==> src/hdl/assert_macros.svh <==
// Assertion macros shared by the shortest-arc quaternion block.
`ifndef ASSERT_MACROS_SVH
`define ASSERT_MACROS_SVH
`ifndef SYNTHESIS
`define SARQ_ASSERT(lbl, clk, rst, prop) \
   lbl: assert property (@(posedge clk) disable iff (rst) prop) \
      else $error("sarq assertion failed");
`define SARQ_ASSERT_NEXT(lbl, clk, rst, ante, cons) \
   lbl: assert property (@(posedge clk) disable iff (rst) (ante) |=> (cons)) \
      else $error("sarq assertion failed");
`else
`define SARQ_ASSERT(lbl, clk, rst, prop)
`define SARQ_ASSERT_NEXT(lbl, clk, rst, ante, cons)
`endif
`endif

==> src/hdl/sarq_pkg.sv <==
// Types, constants and rounding helper of the shortest-arc quaternion block.
package sarq_pkg;

   localparam int UNIT_FRAC     = 30;
   localparam int OUT_FRAC_BITS = 30;
   localparam int MARGIN_W      = 31;
   localparam int PROD_W        = 62;
   localparam logic [MARGIN_W-1:0] MARGIN_RESET = 31'd1074;
   localparam logic [PROD_W-1:0]   NEAR_ZERO_SQ = 62'd1153476;

   localparam int OUT_SHIFT = UNIT_FRAC - OUT_FRAC_BITS;
   localparam logic [32:0] OUT_HALF = (OUT_SHIFT > 0) ? (33'd1 << (OUT_SHIFT - 1)) : 33'd0;
   localparam logic signed [31:0] ONE_Q30  = 32'sd1 <<< UNIT_FRAC;
   localparam logic signed [31:0] QUAT_ONE = 32'sd1 <<< OUT_FRAC_BITS;

   typedef enum logic [1:0] {
      CASE_GENERAL  = 2'd0,
      CASE_PARALLEL = 2'd1,
      CASE_OPPOSITE = 2'd2
   } case_type;

   typedef struct packed {
      logic signed [31:0] from_x;
      logic signed [31:0] from_y;
      logic signed [31:0] from_z;
      logic signed [31:0] to_x;
      logic signed [31:0] to_y;
      logic signed [31:0] to_z;
   } req_type;

   typedef struct packed {
      logic signed [31:0] quat_w;
      logic signed [31:0] quat_x;
      logic signed [31:0] quat_y;
      logic signed [31:0] quat_z;
      case_type           case_taken;
   } rsp_type;

   typedef struct packed {
      logic held;
      logic spare;
   } skid_status_type;

   function automatic logic signed [31:0] out_round(input logic signed [31:0] v);
      logic [31:0] m;
      logic [32:0] t;
      m = v[31] ? unsigned'(-v) : unsigned'(v);
      t = (33'(m) + OUT_HALF) >> OUT_SHIFT;
      return v[31] ? -signed'(t[31:0]) : signed'(t[31:0]);
   endfunction

endpackage

==> src/hdl/sarq_skid.sv <==
// Output register with a one-entry skid stage.
module sarq_skid (
   input  logic                       clock,
   input  logic                       reset,
   input  logic                       in_valid,
   input  sarq_pkg::rsp_type          in_data,
   output logic                       out_valid,
   output sarq_pkg::rsp_type          out_data,
   input  logic                       out_ready,
   output sarq_pkg::skid_status_type  status
);
   import sarq_pkg::*;

   logic    held_ff, spare_ff;
   rsp_type held_data_ff, spare_data_ff;
   logic    take_c;

   assign take_c = in_valid && !spare_ff;

   always_ff @(posedge clock) begin
      if (reset) begin
         held_ff  <= 1'b0;
         spare_ff <= 1'b0;
      end else if (!held_ff || out_ready) begin
         if (spare_ff) begin
            held_ff  <= 1'b1;
            spare_ff <= 1'b0;
         end else begin
            held_ff <= take_c;
         end
      end else if (take_c) begin
         spare_ff <= 1'b1;
      end
   end

   always_ff @(posedge clock) begin
      if (!held_ff || out_ready) begin
         held_data_ff <= spare_ff ? spare_data_ff : in_data;
      end else if (take_c) begin
         spare_data_ff <= in_data;
      end
   end

   assign out_valid    = held_ff;
   assign out_data     = held_data_ff;
   assign status.held  = held_ff;
   assign status.spare = spare_ff;

endmodule

==> config.mk <==
export PLATFORM = sky130hd
export DESIGN_NAME = sarq_skid
export DESIGN_NICKNAME = d
export VERILOG_FILES = /design/src/hdl/assert_macros.svh /design/src/hdl/sarq_pkg.sv /design/src/hdl/sarq_skid.sv
export SDC_FILE = /design/constraint.sdc
export NUM_CORES = 1
export LEC_CHECK = 0
export ABC_CLOCK_PERIOD_IN_PS = 21000
export BUFFER_PORTS_ARGS = -buffer_cell sky130_fd_sc_hd__buf_2
export CAP_MARGIN = 20
export CORE_MARGIN = 4
export CORE_UTILIZATION = 45
export CTS_CLUSTER_DIAMETER = 80
export DETAILED_ROUTE_END_ITERATION = 10
export PLACE_DENSITY = 0.7
export SYNTH_ARGS = -nofsm -noshare
export SYNTH_HDL_FRONTEND = slang
export SYNTH_SLANG_ARGS = --single-unit
export TNS_END_PERCENT = 5
==> constraint.sdc <==
create_clock -name clock -period 21 [get_ports clock]
set_input_delay 3.15 -clock clock [delete_from_list [all_inputs] [get_ports clock]]
set_output_delay 3.15 -clock clock [all_outputs]
set_load 0.02 [all_outputs]
## After elaboration in Yosys (flattened, before gate mapping)

Cells that the tools add are included.

- Output and inout bits: 133
- Flip-flop bits (word level): 262

- Mux-type cells: 2
- Bitwise logic cells: 1
- Reduce and logical (&&, ||, !) cells: 6

Operators by type and width:

| kind | number |
|---|---|
| $mux 130 | 1 |
| $logic_not 1->1 | 2 |
| $reduce_and 2->1 | 1 |
| $reduce_or 2->1 | 1 |
| $logic_and 1x1->1 | 1 |
| $logic_or 1x1->1 | 1 |
| $mux 1 | 1 |
| $not 1->1 | 1 |

## Depth between registers and ports, before layout

Gate-level depths: netlist of the first run.

- Word-level depth: 4
- Gate-level depth with buffers: 5
- Mapped depth without buffers: 2

## Worst setup path before layout of the first run

No wires, ideal clock.

- Path type: input to register
- Start: input out_ready
- End: register spare_data_ff[0] (netlist name) (enable)
- Buffers on the path: 0
- Setup slack: 4.061 ns
- Arrival time: 16.136 ns
- Data required time: 20.196 ns
- Cell stages on the path: 2
- Path through: nand2b_1 -> nor3b_1

- Cells in the longest elaborated chain, start to end: 3

Ends and longest elaborated chain:

| what | line | source |
|---|---|---|
| start: declaration | sarq_skid.sv:9 | `input logic out_ready,` |
| $logic_or 1x1->1 | sarq_skid.sv:37 | `if (!held_ff \|\| out_ready) begin` |
| $not 1->1 (no source line) | - |  |
| $reduce_and 2->1 (no source line) | - |  |
| end signal: assignment | sarq_skid.sv:40 | `spare_data_ff <= in_data;` |
| end: declaration | sarq_skid.sv:15 | `rsp_type held_data_ff, spare_data_ff;` |

No other way between the ends.
A chain may end at the register's enable or synchronous reset.

## Final worst setup path of the first run

- Start: input out_ready
- End: register spare_data_ff[20] (netlist name) (enable)

Same word-level chain as after synthesis.

==> results.json, run 1 <==
{
  "cts_resized": 0,
  "ys_ff_latch": 262,
  "tightest_slew_ns": 1.09,
  "cts_root_buf": "clkbuf_16",
  "synth_top_family_by_area": "multiplexers",
  "cp_slowest_stage_delay_ns": 0.84,
  "grt_pass1_wl_um": 28600,
  "synth_most_common_cell": "edfxtp_1",
  "cts.clk_slew.worst_paths_ns": 0.06,
  "nets": 832,
  "maxCapViolCount": 0,
  "rsz0062_at_grt": "false",
  "wl_per_cell_um": 19.1,
  "die-area_sq_um": 24200,
  "rows": 53,
  "seq_area_frac_synth": 0.802,
  "slew_viol_final": 0,
  "cts_hold_buf": 0,
  "drt_first_pass_iters": 4,
  "grtUsageMet1": 0.192,
  "synthTopCellsByCount": "edfxtp_1 (260), mux2_4 (78), mux2_2 (52)",
  "cp_max_fo": 71,
  "synthMuxAreaShare": 0.180,
  "drt_wl_total_um": 19000,
  "num_antenna_cells": 0,
  "path_cells": "buf_2 > nand2b_4 > nor3b_2 > buf_4 > buf_4",
  "synth_compound_area_frac": 0.000512,
  "h-tree-depth": 1,
  "skew_ns": 0.00688,
  "final.period_utilization": 0.264,
  "ys_warn_count": 0,
  "first_global_vias": 5196,
  "synthAdderAreaFrac": 0,
  "clockBufferDepth": 3,
  "synthTopCellsByArea": "edfxtp_1 (80%), mux2_4 (12%), mux2_2 (6.0%)",
  "grt_max_degree": 75,
  "fmax_mhz": 180,
  "leakagePower_nw": 4.81,
  "setup_viol": 0,
  "drive_gt1_frac": 0.623,
  "syn_to_final_growth_pct": 25.6,
  "clkLatencyLatePin_ns": 0.52,
  "track_usage": 0.149,
  "max_slew_margin": 0.275,
  "chipWidth_um": 155,
  "async_flop_share": 0,
  "port_buffers": 266,
  "fin_setup_tns_ns": 0,
  "hpwlAfterDp_um": 12700,
  "synth_top_area_share": 0.798,
  "ir_drop_uv": 63.1,
  "core_area_sq_um": 21200,
  "cts_setup_buffers": 0,
  "synth_top_area_cell": "edfxtp_1",
  "start_kind": "input pin",
  "drt_iter0_markers": 202,
  "die_y_um": 155,
  "worstSetupPathType": "input pin to flop",
  "cts_tree": "yes",
  "syn_area_sq_um": 9780,
  "via_per_inst": 4.92,
  "synth_edf_count": 260,
  "ant_nets": 0,
  "cts.sinks": 262,
  "crit_arrival_ns": 5.69,
  "cp-end-kind": "flop",
  "top_usage_layer": "met2",
  "cp_slowest_cell": "buf_4",
  "met3_usage": 0.0515,
  "io-pin-count": 267,
  "critPathMostFrequentCell": "buf_4",
  "synth.distinct_cells": 12,
  "route.detailed.drc": 0,
  "hp-class": "flop to flop",
  "required_ns": 21.14,
  "syn_inst": 414,
  "grt_use_met2": 0.245,
  "place_congestion": 0.768,
  "via_count": 4880,
  "finalWorstSetupSlack_ns": 15.45,
  "dpl_worst_slack_ns": 14.83,
  "syn-mean-instance-area_sq_um": 23.6,
  "hold_slack_ns": 0.543,
  "p_per_area_nw_per_um2": 97.3,
  "synthXorXnorAreaFrac": 0,
  "synth_ff_type": "edfxtp_1",
  "synthSimpleGateAreaFrac": 0.00230,
  "numCtsBuffers": 27,
  "start_util": 0.461,
  "hold_violations": 0,
  "status": "completed",
  "synth_fp_nets": 548,
  "grt_overflow_total": 0,
  "total_power_mw": 1.20,
  "period_minus_slack_ns": 5.55,
  "antenna_found_initial": 2
}
## critical path, delay by kind of cell
family,cells,cell delay (ns)
buffers and inverters,3,1.58
and+or+nand+nor,2,0.83
## cells in the final DEF (no fill, tap or decap)
cell        count
clkinv_2        7
clkbuf_16      27
dfxtp_1         1
dfxtp_4         1
nor3b_2         1
inv_6           1
clkinvlp_4      1
mux2_4         78
buf_2         266
edfxtp_1      260
clkinv_1        3
nor2_1          1
buf_12          1
bufinv_16       5
buf_4           5
a21oi_1         1
nor3_1          1
clkinv_4        1
nand2b_4        1
mux2_2         52
clkbuf_1        3
## worst paths after layout
kind                           from           endpoint  slack [ns]  depth (start not counted)
setup / recovery          out_ready  spare_data_ff[20]       15.45                          5
hold / removal    spare_data_ff[69]       out_data[69]        0.54                          1
setup reg to reg          out_valid  spare_data_ff[20]       17.70                          4
hold reg to reg   spare_data_ff[69]       out_data[69]        0.54                          1
## routing by layer
metal  vias up  part of all wire
met3        38             0.091
li1       2221                 -
met2       216              0.49
met4         4             0.023
met5         -            0.0014
met1      2401              0.40
## where the power goes
group	switching, mW	total [mW]	internal, mW
registers	0.00752	0.613	0.605
clock network	0.191	0.487	0.296
logic	0.0556	0.0955	0.0399
total	0.254	1.20	0.942
## logic make-up (layout without fill, tap and decap cells)
kind of cell           Yosys count  after routing
flip-flops                     262            262
multiplexers                   130            130
buffers and inverters           17            320
AND/OR/NAND/NOR                  4              4
AO/OA/AOI/OAI                    1              1
## through the flow
step	util	cells	area, sq um
CTS	0.578	991	12300
finish	0.579	992	12300
global placement	0.535	943	11400
detailed placement	0.535	943	11400
global route	0.579	992	12300
floorplan	-	414	9780
## sequential cells by signal, summed over array words and instances (netlist names)
| signal | count |
|---|---|
| out_data | 130 |
| out_valid | 1 |
| spare_data_ff | 130 |
| spare_ff | 1 |
## final cells by class
type	instances	area (sq um)
Fill cell	1615	8930
Sequential cell	262	7850
Timing Repair Buffer	272	1390
Clock buffer	30	687
Multi-Input combinational cell	135	1800
Clock inverter	18	221
Tap cell	275	344
Note: power is estimated with default switching activity, not from simulation.
==> inputs of run 2 (changes only) <==
- ABC_CLOCK_PERIOD_IN_PS: 21000 -> 5750
- clock period: 21 -> 5.75 ns (I/O delays scaled with it)
==> run 2 against run 1 <==
Hold slack worse by 0.019 ns; sequential cell count unchanged; utilization down 0.22 points; clock power rose to 3.4 times the previous value; die area unchanged; power rose to 3.6 times the previous value; highest routed layer unchanged; clock skew up 0.0064 ns.
==> results.json, run 2 (same netlist as run 1, synthesis figures left out) <==
{
  "status": "completed",
  "route.detailed.drc": 0,
  "final_cell_mix": "buf_2 (266), edfxtp_1 (260), mux2_4 (78), mux2_2 (52), clkbuf_16 (27)",
  "cp_max_fo": 76,
  "drt_wl_total_um": 19800,
  "skew_ns": 0.0133,
  "chipWidth_um": 155,
  "ir_drop_uv": 218,
  "drt_iter0_markers": 251,
  "hpwlAfterDp_um": 13000,
  "cts.clk_slew.worst_paths_ns": 0.06,
  "via_per_inst": 4.98,
  "start_kind": "input pin",
  "setup_viol": 0,
  "antenna_found_initial": 1,
  "required_ns": 5.89,
  "leakagePower_nw": 4.78,
  "total_power_mw": 4.26,
  "grt_pass1_wl_um": 29500,
  "die-area_sq_um": 24200,
  "period_minus_slack_ns": 2.56,
  "path_cells": "buf_2 > nand2b_4 > nor3b_4 > buf_4",
  "crit_arrival_ns": 2.70,
  "crit_buf_inv": 2,
  "drt_first_pass_iters": 4,
  "cts_tree": "yes",
  "drive_gt1_frac": 0.617,
  "fillers": 1616,
  "cts_resized": 0,
  "final_common_cell": "buf_2",
  "worstSetupPathType": "input pin to flop",
  "fmax_mhz": 391,
  "clkLatencyLatePin_ns": 0.53,
  "rows": 53,
  "cts_hold_buf": 0,
  "max_slew_margin": 0.329,
  "p_per_area_nw_per_um2": 348,
  "start_util": 0.461,
  "grt_max_degree": 77,
  "via_count": 4918,
  "syn_to_final_growth_pct": 25.1,
  "cp_slowest_stage_delay_ns": 0.78,
  "maxCapViolCount": 0,
  "first_global_vias": 5127,
  "clockBufferDepth": 3,
  "cp_slowest_cell": "buf_4",
  "slew_viol_final": 0,
  "cts_setup_buffers": 0,
  "critPathTopFamily": "buffers and inverters",
  "tightest_slew_ns": 1.01,
  "cp-end-kind": "flop",
  "grt_overflow_total": 0,
  "ant_nets": 0,
  "num_antenna_cells": 0,
  "fin_setup_tns_ns": 0,
  "track_usage": 0.155,
  "die_y_um": 155,
  "cts_root_buf": "clkbuf_16",
  "numCtsBuffers": 27,
  "port_buffers": 266,
  "place_congestion": 0.818,
  "wl_per_cell_um": 20.1,
  "core_area_sq_um": 21200,
  "nets": 832,
  "final.period_utilization": 0.445,
  "hold_violations": 0,
  "cts.sinks": 262,
  "rsz0062_at_grt": "false",
  "hp-class": "input pin to flop",
  "io-pin-count": 267,
  "h-tree-depth": 1
}
==> run 2: changes by cell type in the layout (fill, tap and decap cells not counted), sizes merged <==
cell      previous run  this run
clkinv              11         8
bufinv               5         3
clkbuf              30        32
clkinvlp             1         0
==> run 2: area by class of cell <==
cell class | instances | area (sq um) | share of cell area
tap | 275 | 344 | 0.0281
sequential | 262 | 7850 | 0.641
clock inverter | 12 | 134 | 0.0109
clock buffer | 32 | 694 | 0.0567
multi-input combinational | 135 | 1800 | 0.147
timing repair buffer | 272 | 1420 | 0.116
==> run 2: where the power goes <==
| part | total (mW) | internal, mW | switching [mW] |
|---|---|---|---|
| logic | 0.351 | 0.146 | 0.205 |
| clock network | 1.67 | 0.985 | 0.680 |
| registers | 2.24 | 2.21 | 0.0307 |
==> run 2: per-stage QoR <==
| step | std cells | hold WS, ns | area [sq um] | utilization | worst slack [ns] |
|---|---|---|---|---|---|
| 5_1_grt | 988 | 0.503 | 12200 | 0.577 | 3.04 |
| 4_1_cts | 986 | 0.497 | 12200 | 0.574 | 2.87 |
| 3_5_place_dp | 942 | 0.533 | 11400 | 0.535 | 2.60 |
| 3_3_place_gp | 942 | 0.531 | 11400 | 0.535 | 2.66 |
| 6_report | 988 | 0.525 | 12200 | 0.577 | 3.19 |
| 2_1_floorplan | 414 | 0.523 | 9800 | - | 0.0845 |
==> run 2: path summary, 6_finish.rpt <==
path | start | cells after the start | to | slack (ns)
min reg2reg | spare_data_ff[94] | 1 | out_data[94] | 0.54
max reg2reg | out_valid | 3 | spare_data_ff[85] | 3.23
max | out_ready | 4 | spare_data_ff[85] | 3.19
min | in_data[70] | 1 | spare_data_ff[70] | 0.52
==> run 2: per-layer routing <==
layer  track usage  share of wire
met1         0.208           0.41
met2         0.249           0.48
met3        0.0412          0.085
met4        0.0492          0.031
met5             0        0.00040
==> inputs of run 3 (changes only) <==
- ABC_CLOCK_PERIOD_IN_PS: 5750 -> 2100
- PLACE_DENSITY: 0.7 -> 0.73
- clock period: 5.75 -> 2.1 ns (I/O delays scaled with it)
==> run 3 against run 2 <==
Non-clock buffer count grew 113; clock skew down 0.0019 ns; power rose to 2.8 times the previous value; sequential power rose to 2.7 times the previous value; design area increased by 9.8%; routed wire length grew 5.0%; hold slack lost 0.50 ns; critical path type is now flop to output port; via count up 9.3%.
==> results.json, run 3 (same netlist as run 1, synthesis figures left out) <==
{
  "hold_violations": 0,
  "setup_viol": 0,
  "required_ns": 1.78,
  "drt_first_pass_iters": 4,
  "via_per_inst": 4.87,
  "ant_nets": 0,
  "cp-end-kind": "output port",
  "grt_max_degree": 133,
  "rsz0062_at_grt": "false",
  "numCtsBuffers": 27,
  "antenna_found_initial": 2,
  "final_util": 0.634,
  "maxCapViolCount": 0,
  "place_congestion": 0.807,
  "max_slew_margin": 0.507,
  "fmax_mhz": 618,
  "multiInputGateArea_sq_um": 1800,
  "clockBufferDepth": 3,
  "via_count": 5374,
  "skew_ns": 0.0113,
  "worstSetupPathType": "flop to output port",
  "grt_overflow_total": 0,
  "start_kind": "flop",
  "first_global_vias": 5709,
  "leakagePower_nw": 5.27,
  "cts.clk_slew.worst_paths_ns": 0.06,
  "fillers": 1471,
  "cts_resized": 0,
  "rows": 53,
  "tightest_slew_ns": 0.740,
  "core_area_sq_um": 21200,
  "chipWidth_um": 155,
  "regArea_sq_um": 7860,
  "clkLatencyLatePin_ns": 0.51,
  "period_minus_slack_ns": 1.62,
  "hp-class": "input pin to flop",
  "port_buffers": 266,
  "die-area_sq_um": 24200,
  "grt_pass1_wl_um": 31300,
  "hpwlAfterDp_um": 12800,
  "drive_gt1_frac": 0.539,
  "status": "completed",
  "cp_slowest_stage_delay_ns": 0.56,
  "io-pin-count": 267,
  "die_y_um": 155,
  "nets": 945,
  "final_common_cell": "buf_2",
  "cts_root_buf": "clkbuf_16",
  "critPathTopFamily": "flip-flops",
  "drt_iter0_markers": 326,
  "cts_tree": "yes",
  "wl_per_cell_um": 18.9,
  "drt_wl_total_um": 20800,
  "start_util": 0.461,
  "route.detailed.drc": 0,
  "num_antenna_cells": 0,
  "crit_buf_inv": 1,
  "cp_max_fo": 19,
  "path_cells": "buf_2",
  "hold_slack_ns": 0.0225,
  "cts.sinks": 262,
  "syn_to_final_growth_pct": 37.4,
  "cp_slowest_cell": "dfxtp_4",
  "p_per_area_nw_per_um2": 881,
  "crit_arrival_ns": 1.30,
  "h-tree-depth": 1,
  "slew_viol_final": 0,
  "cts_setup_buffers": 0,
  "final_cell_mix": "buf_2 (266), edfxtp_1 (260), dlygate4sd3_1 (112), mux2_4 (78), mux2_2 (52)",
  "cts_hold_buf": 110,
  "final.period_utilization": 0.770,
  "track_usage": 0.165,
  "ir_drop_uv": 617
}
==> run 3: cell count changes in the layout (fill, tap and decap cells not counted), sizes merged <==
cell	change
inv	-1
clkbuf	-3
buf	+1
clkinv	+3
dlygate4sd3	+112
clkinvlp	+4
==> run 3: layer usage <==
layer / track usage / vias up / share of wire
li1: - / 2452 / -
met1: 0.207 / 2651 / 0.40
met2: 0.282 / 231 / 0.50
met3: 0.0451 / 36 / 0.081
met4: 0.0446 / 4 / 0.021
met5: 0 / - / 0.00091
==> run 3: final cells by class <==
| class | instances | share of cell area |
|---|---|---|
| Clock inverter | 18 | 0.0126 |
| Sequential cell | 262 | 0.584 |
| Clock buffer | 29 | 0.0508 |
| Timing Repair Buffer | 385 | 0.193 |
| Tap cell | 275 | 0.0256 |
| Multi-Input combinational cell | 135 | 0.134 |
==> run 3: path summary, 6_finish.rpt <==
kind | slack [ns] | start | end | cells after the start
setup / recovery | 0.48 | spare_ff | status[0] | 1
setup reg to reg | 0.52 | spare_ff | out_data[13] | 2
hold reg to reg | 0.54 | spare_data_ff[14] | out_data[14] | 1
hold / removal | 0.02 | in_data[107] | spare_data_ff[107] | 1
==> run 3: metrics by stage <==
| stage | TNS (ns) | instance area, sq um | setup WS, ns | instances | power [mW] |
|---|---|---|---|---|---|
| CTS | 0 | 13400 | 0.442 | 1102 | 11.9 |
| detailed placement | 0 | 11500 | 0.463 | 945 | 7.21 |
| floorplan | -391.99 | 9810 | -3.02 | 414 | 6.79 |
| global route | 0 | 13400 | 0.417 | 1104 | 12.3 |
| finish | 0 | 13400 | 0.483 | 1104 | 11.8 |
| global placement | 0 | 11500 | 0.491 | 945 | 7.18 |
==> run 3: power breakdown <==
| part | internal [mW] | leakage, nW | switching [mW] |
|---|---|---|---|
| logic | 0.545 | 2.31 | 0.598 |
| clock network | 2.71 | 0.409 | 1.86 |
| registers | 6.05 | 2.55 | 0.0787 |
